## src/rtl/rsb_pkg.sv

```systemverilog
`default_nettype none
// ----------------------------------------------------------------------------
// rsb_pkg
// Shared types, constants and helpers for the retransmit slot buffer.
// ----------------------------------------------------------------------------
package rsb_pkg;

    localparam int SLOT_COUNT   = 16;
    localparam int PAYLOAD_BITS = 64;

    localparam int IDX_W   = $clog2(SLOT_COUNT);
    localparam int CNT_W   = $clog2(SLOT_COUNT + 1);
    localparam int REM_W   = IDX_W + 1;
    localparam int ID_W    = 32;
    localparam int CFG_W   = 5;

    // two quotient bits retired per cycle
    localparam int DIV_CYCLES = ID_W / 2;
    localparam int DIV_CNT_W  = $clog2(DIV_CYCLES);

    localparam logic [CFG_W-1:0] CFG_RESET = 5'd16;

    localparam logic [1:0] CMD_WRITE  = 2'd0;
    localparam logic [1:0] CMD_LOOKUP = 2'd1;
    localparam logic [1:0] CMD_CLEAR  = 2'd2;

    localparam logic [1:0] ST_OK      = 2'd0;
    localparam logic [1:0] ST_NOMATCH = 2'd1;
    localparam logic [1:0] ST_EMPTY   = 2'd2;

    typedef struct packed {
        logic [1:0]  cmd;
        logic [31:0] packet_id;
        logic [15:0] seq_number;
        logic [31:0] time_stamp;
        logic [15:0] length_tag;
        logic [63:0] payload_word;
    } t_req;

    typedef struct packed {
        logic [1:0]  status;
        logic [31:0] found_id;
        logic [15:0] found_seq;
        logic [31:0] found_time;
        logic [15:0] found_length;
        logic [63:0] found_payload;
    } t_rsp;

    typedef struct packed {
        logic [31:0]             id;
        logic [15:0]             seq;
        logic [31:0]             stamp;
        logic [15:0]             length;
        logic [PAYLOAD_BITS-1:0] payload;
    } t_slot;

    // controller to datapath
    typedef struct packed {
        logic       load;
        logic       div_step;
        logic       wr_en;
        logic       clr_all;
        logic       pos_init;
        logic       rd_en;
        logic       pos_adv;
        logic       emit;
        logic       found;
        logic [1:0] status;
    } t_ctl;

    // datapath to controller
    typedef struct packed {
        logic [1:0] cmd;
        logic       home_valid;
        logic       single;
        logic       hit;
        logic       last;
    } t_sts;

    function automatic logic [CNT_W-1:0] slots_used(input logic [CFG_W-1:0] v);
        logic [CNT_W-1:0] n;
        if (v == '0) begin
            n = CNT_W'(1);
        end else if (32'(v) > SLOT_COUNT) begin
            n = CNT_W'(SLOT_COUNT);
        end else begin
            n = CNT_W'(v);
        end
        return n;
    endfunction

endpackage
`default_nettype wire

```

## src/rtl/retransmit_slot_buffer_top.sv

```systemverilog
`default_nettype none
// ----------------------------------------------------------------------------
// retransmit_slot_buffer_top
// Slot store for resending lost packets: write, lookup and clear requests.
// ----------------------------------------------------------------------------
// Sequence: id modulo reduction (two bits a cycle), then a dispatch state; a
//   lookup then walks the slots after the home slot (read, compare each),
//   up to n-1 of them, where n is the number of slots in use.
// Throughput: one request at a time; busy is high from accept to result.
// The result is held for one cycle under o_valid; the receiver cannot stall.
// Reset: synchronous, clears all valid bits at once and sets slots in use to 16.
// ----------------------------------------------------------------------------
module retransmit_slot_buffer_top (
    input  wire logic                      i_clk,
    input  wire logic                      i_rst_n,
    input  wire logic                      start,
    output logic                           busy,
    input  wire rsb_pkg::t_req             i_req,
    output logic                           o_valid,
    output rsb_pkg::t_rsp                  o_rsp,
    input  wire logic                      i_cfg_we,
    input  wire logic [rsb_pkg::CFG_W-1:0] i_cfg_wdata
);

    rsb_pkg::t_ctl ctl;
    rsb_pkg::t_sts sts;

    rsb_ctrl u_ctrl (
        .i_clk   (i_clk),
        .i_rst_n (i_rst_n),
        .start   (start),
        .busy    (busy),
        .o_valid (o_valid),
        .o_ctl   (ctl),
        .i_sts   (sts)
    );

    rsb_datapath u_dp (
        .i_clk       (i_clk),
        .i_rst_n     (i_rst_n),
        .i_cfg_we    (i_cfg_we),
        .i_cfg_wdata (i_cfg_wdata),
        .i_req       (i_req),
        .i_ctl       (ctl),
        .o_sts       (sts),
        .o_rsp       (o_rsp)
    );

    a_accept_busy: assert property (@(posedge i_clk) disable iff (!i_rst_n)
        (start && !busy) |=> busy)
        else $error("accepted request did not raise busy");

    a_result_idle: assert property (@(posedge i_clk) disable iff (!i_rst_n)
        o_valid |-> (!busy && $past(busy)))
        else $error("result strobe outside end of request");

    a_zero_fields: assert property (@(posedge i_clk) disable iff (!i_rst_n)
        (o_valid && !$past(ctl.found)) |->
            (o_rsp.found_id == '0 && o_rsp.found_payload == '0))
        else $error("found fields not zero without a match");

    a_one_command: assert property (@(posedge i_clk) disable iff (!i_rst_n)
        $onehot0({ctl.wr_en, ctl.clr_all, ctl.pos_init, ctl.rd_en, ctl.pos_adv}))
        else $error("conflicting datapath commands");

endmodule
`default_nettype wire

```

## src/rtl/rsb_ctrl.sv

```systemverilog
`default_nettype none
// ----------------------------------------------------------------------------
// rsb_ctrl
// Sequencer: home slot reduction, command dispatch and ring walk.
// ----------------------------------------------------------------------------
module rsb_ctrl (
    input  wire logic          i_clk,
    input  wire logic          i_rst_n,
    input  wire logic          start,
    output logic               busy,
    output logic               o_valid,
    output rsb_pkg::t_ctl      o_ctl,
    input  wire rsb_pkg::t_sts i_sts
);

    typedef enum logic [2:0] {
        S_IDLE,
        S_DIV,
        S_DISP,
        S_READ,
        S_CMP
    } t_state;

    t_state                          r_state, n_state;
    logic [rsb_pkg::DIV_CNT_W-1:0]   r_cnt, n_cnt;
    logic                            r_valid, n_valid;

    always_comb begin
        n_state = r_state;
        n_cnt   = r_cnt;
        n_valid = 1'b0;
        o_ctl   = '0;
        case (r_state)
            S_IDLE: begin
                if (start) begin
                    o_ctl.load = 1'b1;
                    n_cnt      = '0;
                    n_state    = S_DIV;
                end
            end
            S_DIV: begin
                o_ctl.div_step = 1'b1;
                n_cnt          = r_cnt + 1'b1;
                if (r_cnt == rsb_pkg::DIV_CNT_W'(rsb_pkg::DIV_CYCLES - 1)) begin
                    n_state = S_DISP;
                end
            end
            S_DISP: begin
                case (i_sts.cmd)
                    rsb_pkg::CMD_WRITE: begin
                        o_ctl.wr_en  = 1'b1;
                        o_ctl.emit   = 1'b1;
                        o_ctl.status = rsb_pkg::ST_OK;
                        n_valid      = 1'b1;
                        n_state      = S_IDLE;
                    end
                    rsb_pkg::CMD_CLEAR: begin
                        o_ctl.clr_all = 1'b1;
                        o_ctl.emit    = 1'b1;
                        o_ctl.status  = rsb_pkg::ST_OK;
                        n_valid       = 1'b1;
                        n_state       = S_IDLE;
                    end
                    rsb_pkg::CMD_LOOKUP: begin
                        if (!i_sts.home_valid) begin
                            o_ctl.emit   = 1'b1;
                            o_ctl.status = rsb_pkg::ST_EMPTY;
                            n_valid      = 1'b1;
                            n_state      = S_IDLE;
                        end else if (i_sts.single) begin
                            o_ctl.emit   = 1'b1;
                            o_ctl.status = rsb_pkg::ST_NOMATCH;
                            n_valid      = 1'b1;
                            n_state      = S_IDLE;
                        end else begin
                            o_ctl.pos_init = 1'b1;
                            n_state        = S_READ;
                        end
                    end
                    default: begin
                        o_ctl.emit   = 1'b1;
                        o_ctl.status = rsb_pkg::ST_OK;
                        n_valid      = 1'b1;
                        n_state      = S_IDLE;
                    end
                endcase
            end
            S_READ: begin
                o_ctl.rd_en = 1'b1;
                n_state     = S_CMP;
            end
            S_CMP: begin
                if (i_sts.hit) begin
                    o_ctl.emit   = 1'b1;
                    o_ctl.found  = 1'b1;
                    o_ctl.status = rsb_pkg::ST_OK;
                    n_valid      = 1'b1;
                    n_state      = S_IDLE;
                end else if (i_sts.last) begin
                    o_ctl.emit   = 1'b1;
                    o_ctl.status = rsb_pkg::ST_NOMATCH;
                    n_valid      = 1'b1;
                    n_state      = S_IDLE;
                end else begin
                    o_ctl.pos_adv = 1'b1;
                    n_state       = S_READ;
                end
            end
            default: begin
                n_state = S_IDLE;
            end
        endcase
    end

    always_ff @(posedge i_clk) begin
        if (!i_rst_n) begin
            r_state <= S_IDLE;
            r_cnt   <= '0;
            r_valid <= 1'b0;
        end else begin
            r_state <= n_state;
            r_cnt   <= n_cnt;
            r_valid <= n_valid;
        end
    end

    assign busy    = (r_state != S_IDLE);
    assign o_valid = r_valid;

endmodule
`default_nettype wire

```

## src/rtl/rsb_datapath.sv

```systemverilog
`default_nettype none
// ----------------------------------------------------------------------------
// rsb_datapath
// Slot store, valid bits, id modulo reduction, walk pointer and result register.
// ----------------------------------------------------------------------------
module rsb_datapath (
    input  wire logic                          i_clk,
    input  wire logic                          i_rst_n,
    input  wire logic                          i_cfg_we,
    input  wire logic [rsb_pkg::CFG_W-1:0]     i_cfg_wdata,
    input  wire rsb_pkg::t_req                 i_req,
    input  wire rsb_pkg::t_ctl                 i_ctl,
    output rsb_pkg::t_sts                      o_sts,
    output rsb_pkg::t_rsp                      o_rsp
);

    localparam int IDX_W = rsb_pkg::IDX_W;
    localparam int REM_W = rsb_pkg::REM_W;
    localparam int CNT_W = rsb_pkg::CNT_W;

    logic [rsb_pkg::CFG_W-1:0]       r_entries;
    logic [rsb_pkg::SLOT_COUNT-1:0]  r_slot_vld;
    rsb_pkg::t_slot                  r_mem [rsb_pkg::SLOT_COUNT];

    rsb_pkg::t_req                   r_req;
    logic [CNT_W-1:0]                r_n;
    logic [rsb_pkg::ID_W-1:0]        r_id_sh;
    logic [IDX_W-1:0]                r_rem;
    logic [IDX_W-1:0]                r_pos;
    rsb_pkg::t_slot                  r_rd;
    logic                            r_rd_vld;
    logic                            r_rd_last;
    rsb_pkg::t_rsp                   r_rsp;

    logic [IDX_W-1:0]                rem_a, rem_b;
    logic [IDX_W-1:0]                home_next, pos_next;

    function automatic logic [IDX_W-1:0] mod_step(input logic [IDX_W-1:0] r,
                                                 input logic b,
                                                 input logic [CNT_W-1:0] n);
        logic [REM_W-1:0] t;
        t = {r, b};
        if (t >= REM_W'(n)) begin
            t = t - REM_W'(n);
        end
        return t[IDX_W-1:0];
    endfunction

    function automatic logic [IDX_W-1:0] ring_next(input logic [IDX_W-1:0] p,
                                                  input logic [CNT_W-1:0] n);
        logic [REM_W-1:0] q;
        q = REM_W'(p) + REM_W'(1);
        if (q >= REM_W'(n)) begin
            q = '0;
        end
        return q[IDX_W-1:0];
    endfunction

    assign rem_a     = mod_step(r_rem, r_id_sh[rsb_pkg::ID_W-1], r_n);
    assign rem_b     = mod_step(rem_a, r_id_sh[rsb_pkg::ID_W-2], r_n);
    assign home_next = ring_next(r_rem, r_n);
    assign pos_next  = ring_next(r_pos, r_n);

    always_ff @(posedge i_clk) begin
        if (!i_rst_n) begin
            r_entries  <= rsb_pkg::CFG_RESET;
            r_slot_vld <= '0;
        end else begin
            if (i_cfg_we) begin
                r_entries <= i_cfg_wdata;
            end
            if (i_ctl.clr_all) begin
                r_slot_vld <= '0;
            end else if (i_ctl.wr_en) begin
                r_slot_vld[r_rem] <= 1'b1;
            end
        end
    end

    always_ff @(posedge i_clk) begin
        if (i_ctl.wr_en) begin
            r_mem[r_rem] <= '{id:      r_req.packet_id,
                              seq:     r_req.seq_number,
                              stamp:   r_req.time_stamp,
                              length:  r_req.length_tag,
                              payload: r_req.payload_word[rsb_pkg::PAYLOAD_BITS-1:0]};
        end
        if (i_ctl.rd_en) begin
            r_rd <= r_mem[r_pos];
        end
    end

    always_ff @(posedge i_clk) begin
        if (i_ctl.load) begin
            r_req   <= i_req;
            r_n     <= rsb_pkg::slots_used(r_entries);
            r_id_sh <= i_req.packet_id;
            r_rem   <= '0;
        end
        if (i_ctl.div_step) begin
            r_rem   <= rem_b;
            r_id_sh <= {r_id_sh[rsb_pkg::ID_W-3:0], 2'b00};
        end
        if (i_ctl.pos_init) begin
            r_pos <= home_next;
        end else if (i_ctl.pos_adv) begin
            r_pos <= pos_next;
        end
        if (i_ctl.rd_en) begin
            r_rd_vld  <= r_slot_vld[r_pos];
            r_rd_last <= (pos_next == r_rem);
        end
        if (i_ctl.emit) begin
            r_rsp <= '{status:        i_ctl.status,
                       found_id:      i_ctl.found ? r_rd.id : 32'd0,
                       found_seq:     i_ctl.found ? r_rd.seq : 16'd0,
                       found_time:    i_ctl.found ? r_rd.stamp : 32'd0,
                       found_length:  i_ctl.found ? r_rd.length : 16'd0,
                       found_payload: i_ctl.found ? 64'(r_rd.payload) : 64'd0};
        end
    end

    assign o_sts.cmd        = r_req.cmd;
    assign o_sts.home_valid = r_slot_vld[r_rem];
    assign o_sts.single     = (home_next == r_rem);
    assign o_sts.hit        = r_rd_vld && (r_rd.stamp == r_req.time_stamp)
                              && (r_rd.seq == r_req.seq_number);
    assign o_sts.last       = r_rd_last;
    assign o_rsp            = r_rsp;

endmodule
`default_nettype wire
```

## config.mk

```make
export PLATFORM = sky130hd
export DESIGN_NAME = retransmit_slot_buffer_top
export DESIGN_NICKNAME = d
export VERILOG_FILES = /design/src/rtl/rsb_pkg.sv /design/src/rtl/retransmit_slot_buffer_top.sv /design/src/rtl/rsb_ctrl.sv /design/src/rtl/rsb_datapath.sv
export SDC_FILE = /design/constraint.sdc
export NUM_CORES = 2
export LEC_CHECK = 0
export CAP_MARGIN = 40
export CORE_AREA = 5 5 634 385
export DETAILED_ROUTE_END_ITERATION = 16
export DIE_AREA = 0 0 639 390
export DONT_BUFFER_PORTS = 1
export GPL_TIMING_DRIVEN = 0
export HOLD_SLACK_MARGIN = 0.06
export PLACE_DENSITY_LB_ADDON = 0.3
export SETUP_SLACK_MARGIN = 0.5
export SLEW_MARGIN = 20
export SYNTH_ARGS = -nofsm -noshare
export SYNTH_HDL_FRONTEND = slang
export SYNTH_SLANG_ARGS = --single-unit
```

## constraint.sdc

```tcl
create_clock -name i_clk -period 18.98 [get_ports i_clk]
set_input_delay 3.796 -clock i_clk [delete_from_list [all_inputs] [get_ports i_clk]]
set_output_delay 3.796 -clock i_clk [all_outputs]
set_load 0.02 [all_outputs]
```

==> impl_results.md <==
* Detailed-placement wirelength estimate at 219 mm
* Startpoint type of the worst setup path: flip-flop
* Net switching power at 2810 µW
* Initial Util at 0.497
* Yosys warnings at 0
* Post-cts sizing count at 0
* Pre-CTS worst setup slack at between 10 and 15 ns
* Fmax at around 170 MHz
* Path type of the worst min-delay path: flip-flop to flip-flop
* Overall routing resource usage at 0.250
* Number of levels the H-tree was split into at 5
* Number of setup buffers added after CTS at 0
* Clock group share of total power at 0.415
* Post-synth net total at 6087
* Final weighted congestion in routability-driven placement at ~0.85
* Largest cells by area after synthesis: sky130_fd_sc_hd__edfxtp_1 (79%), sky130_fd_sc_hd__mux4_2 (6.2%), sky130_fd_sc_hd__mux2i_1 (4.2%), sky130_fd_sc_hd__mux2_2 (1.5%), sky130_fd_sc_hd__o21ai_0 (1.4%)
* DR vias at 61.4k
* Slew Limit Headroom at 0.293
* Hold slack at 0.466 ns
* Final setup TNS at 0 ns
* Syn Std Cell Area at between 0.1 and 0.15 mm²
* Unrepaired setup endpoints after global routing: no
* Cell area after layout at 0.136 mm²
* Final period util at 0.301
* Detail Route Antenna Nets at 0
* Number of register bits inferred by synthesis at around 3.1k
* Fin nets at 6694
* Post-synth EDFFs at 3089
* Number of cells produced by synthesis at 5886
* Cell-internal power at 11000 µW
* Final routed DRC violation total at 0
* Fraction of power consumed by combinational cells at 0.021
* Area of the die at 0.249 mm²
* Avg WL per Cell at 31.9 µm
* Largest driver fanout on the critical path at 8
* Switching fraction of total power at 0.204
* Floorplan die height at 390 µm
* Leading area contributor after synthesis: sky130_fd_sc_hd__edfxtp_1
* Hold buffer count at cts at 0
* Clock latency on the worst-skew pair at 0.86 ns
* Final setup violation count at 0
* Proportion of layout cells with a drive suffix above 1 at 0.207
* Leading cell types by count after synthesis: sky130_fd_sc_hd__edfxtp_1 (3089), sky130_fd_sc_hd__mux2i_1 (491), sky130_fd_sc_hd__o21ai_0 (332), sky130_fd_sc_hd__mux4_2 (324), sky130_fd_sc_hd__nand2_1 (198)
* Chip Width at between 600 and 700 µm
* Clock tree buffer depth at 4
* Outcome: finished clean
* Number of antenna violations at the first check in global routing at 60
* Cell total after placement at ~9.4k
* Clk slew on worst S/H paths at 0.07 ns
* Clock tree from TritonCTS: yes
* Number of slew-limit violations in the final report at 0
* Portion of the post-synthesis area used by sequential elements at 0.791
* Pin count of the biggest net entering global routing at 47
* Dominant synthesized flop cell: sky130_fd_sc_hd__edfxtp_1
* Library cell with the highest instance count after synthesis: sky130_fd_sc_hd__edfxtp_1
* Async S/R FF share, synth at 0
* Top cell type's share of synthesized area at 0.786
* Final worst clock skew at roughly 0.058 ns
* Number of global-route vias before repair at 59.7k
* Distinct cell type count of the synthesized netlist at 57
* Global-route wire length before repair at between 400 and 500 mm
* Core area at 0.238 mm²
* Cell Pwr Density at 101 mW/mm²
* Standard-cell rows at roughly 140
* Final Worst Setup Slack at roughly 13 ns
* Cell chosen for the clock root: sky130_fd_sc_hd__clkbuf_16
* Final hold violations at 0
* Peak ir drop on the vdd network at just under 0.07 mV
* Port buffer count at 0
* Initial DRT Pass Iterations at 7
* Routed vias/inst at 6.19
* DR iter-0 viols at 8672
* Number of placed I/O pins at 335
* MaxCap Viol Count at 0
* Area growth, synth to finish at 15.6%
* Clock buffer count from CTS at 289
* Area after DPL at 0.127 mm²
* Slew at the pin closest to its max-slew limit at 1.05 ns
* Number of clock sinks at 3120
* Relative contribution of sequential cells to total power at 0.564
* Required @ worst endpoint at 15.18 ns
* Mapped Avg Cell Area at between 20 and 25 µm²
* Type of destination of the critical path: output port
* Routed wire length at 317 mm
* Worst setup path class: flip-flop to output port
* Endpoint arrival time on the critical path at 1.92 ns
* Leakage power of the design at 0.0452 µW
* Crit path time final at roughly 5.7 ns
* Total gr overflow at 0
* Non-filler instance count after layout at 9918
==> final cells by class <==
type / instances / area (µm²)
diodes: 36 / 90.1
clock buffers: 366 / 7750
well taps: 3172 / 3970
flip-flops and latches: 3120 / 93400
clock inverters: 142 / 1370
inverters: 31 / 116
fillers: 17000 / 101000
plain buffers: 302 / 1520
repair buffers: 316 / 5060
multi-input cells: 2433 / 23200
==> registers in the layout, indices dropped and copies added (netlist names), 5 cells and up <==
name / cells
u_dp.r_mem: 2560
u_dp.r_entries: 5
u_dp.r_rd: 160
u_dp.r_n: 5
u_dp.o_rsp: 162
u_dp.r_id_sh: 32
u_dp.r_req: 160
u_dp.r_slot_vld: 16
==> final timing paths <==
path                                         from              end  slack (ns)  cells past startpoint
worst min register to register    u_ctrl.r_cnt[3]  u_ctrl.r_cnt[3]        0.47                      1
worst max register to register    u_dp.r_req[120]    u_dp.o_rsp[0]       14.34                     10
worst max-delay path            u_ctrl.r_state[1]             busy       13.26                      3
worst min-delay path              u_ctrl.r_cnt[3]  u_ctrl.r_cnt[3]        0.47                      1
==> critical path: stages, from the launching register on <==
cell,delay (ns)
sky130_fd_sc_hd__dfxtp_1,0.31
sky130_fd_sc_hd__clkbuf_1,0.31
sky130_fd_sc_hd__nor3_1,0.11
sky130_fd_sc_hd__inv_1,0.35
==> per-stage QoR <==
stage / power, µW / util
floorplan: 8060 / -
finish: 13800 / 0.574
detailed placement: 8210 / 0.534
CTS: 13900 / 0.573
global route: 14200 / 0.574
global placement: 8200 / 0.513
==> cell usage in the layout, fill, tap and decap left out, types with 9 or more instances in the layout <==
master	n
sky130_fd_sc_hd__edfxtp_1	3089
sky130_fd_sc_hd__mux2i_1	491
sky130_fd_sc_hd__o21ai_0	331
sky130_fd_sc_hd__mux4_2	324
sky130_fd_sc_hd__clkbuf_16	298
sky130_fd_sc_hd__nand2_1	197
sky130_fd_sc_hd__clkbuf_1	193
sky130_fd_sc_hd__a21oi_1	174
sky130_fd_sc_hd__and2_1	163
sky130_fd_sc_hd__a22oi_1	163
sky130_fd_sc_hd__a221oi_1	161
sky130_fd_sc_hd__mux2_2	161
sky130_fd_sc_hd__buf_2	113
sky130_fd_sc_hd__buf_4	107
sky130_fd_sc_hd__buf_6	98
sky130_fd_sc_hd__buf_12	72
sky130_fd_sc_hd__buf_16	72
sky130_fd_sc_hd__clkinv_1	51
sky130_fd_sc_hd__clkinv_2	48
sky130_fd_sc_hd__xnor2_1	39
sky130_fd_sc_hd__diode_2	36
sky130_fd_sc_hd__a22o_1	33
sky130_fd_sc_hd__dfxtp_1	31
sky130_fd_sc_hd__inv_1	28
sky130_fd_sc_hd__ha_1	28
sky130_fd_sc_hd__bufinv_16	24
sky130_fd_sc_hd__nor2_1	22
sky130_fd_sc_hd__o21a_1	18
sky130_fd_sc_hd__xor2_1	12
sky130_fd_sc_hd__nor2_4	12
sky130_fd_sc_hd__nor2b_1	11
sky130_fd_sc_hd__nor3_1	10
sky130_fd_sc_hd__clkbuf_2	9
==> power by group through the flow <==
stage	logic, µW	registers [µW]	clock network (µW)
floorplan	170	7890	0
detailed placement	284	7930	0
CTS	286	7780	5790
global route	313	7790	6100
finish	294	7780	5720
global placement	249	7960	0
==> per-layer routing <==
metal  track usage  up-vias  routed length [µm]
li1              -    25300                   -
met1         0.371    31700              129000
met2         0.365     3779              140000
met3        0.0677      556               38100
met4        0.0743       24                9970
met5             0        -                 162
==> kinds of logic after synthesis <==
logic type | after synthesis | synth area share
flops | 3120 | 0.791
mux | 976 | 0.119
compound gates | 913 | 0.0497
simple gates | 463 | 0.0196
buf+inv | 333 | 0.0137
xor+xnor | 51 | 0.00378
fa+ha+maj | 30 | 0.00331
Power figures use the tool's default switching activity.
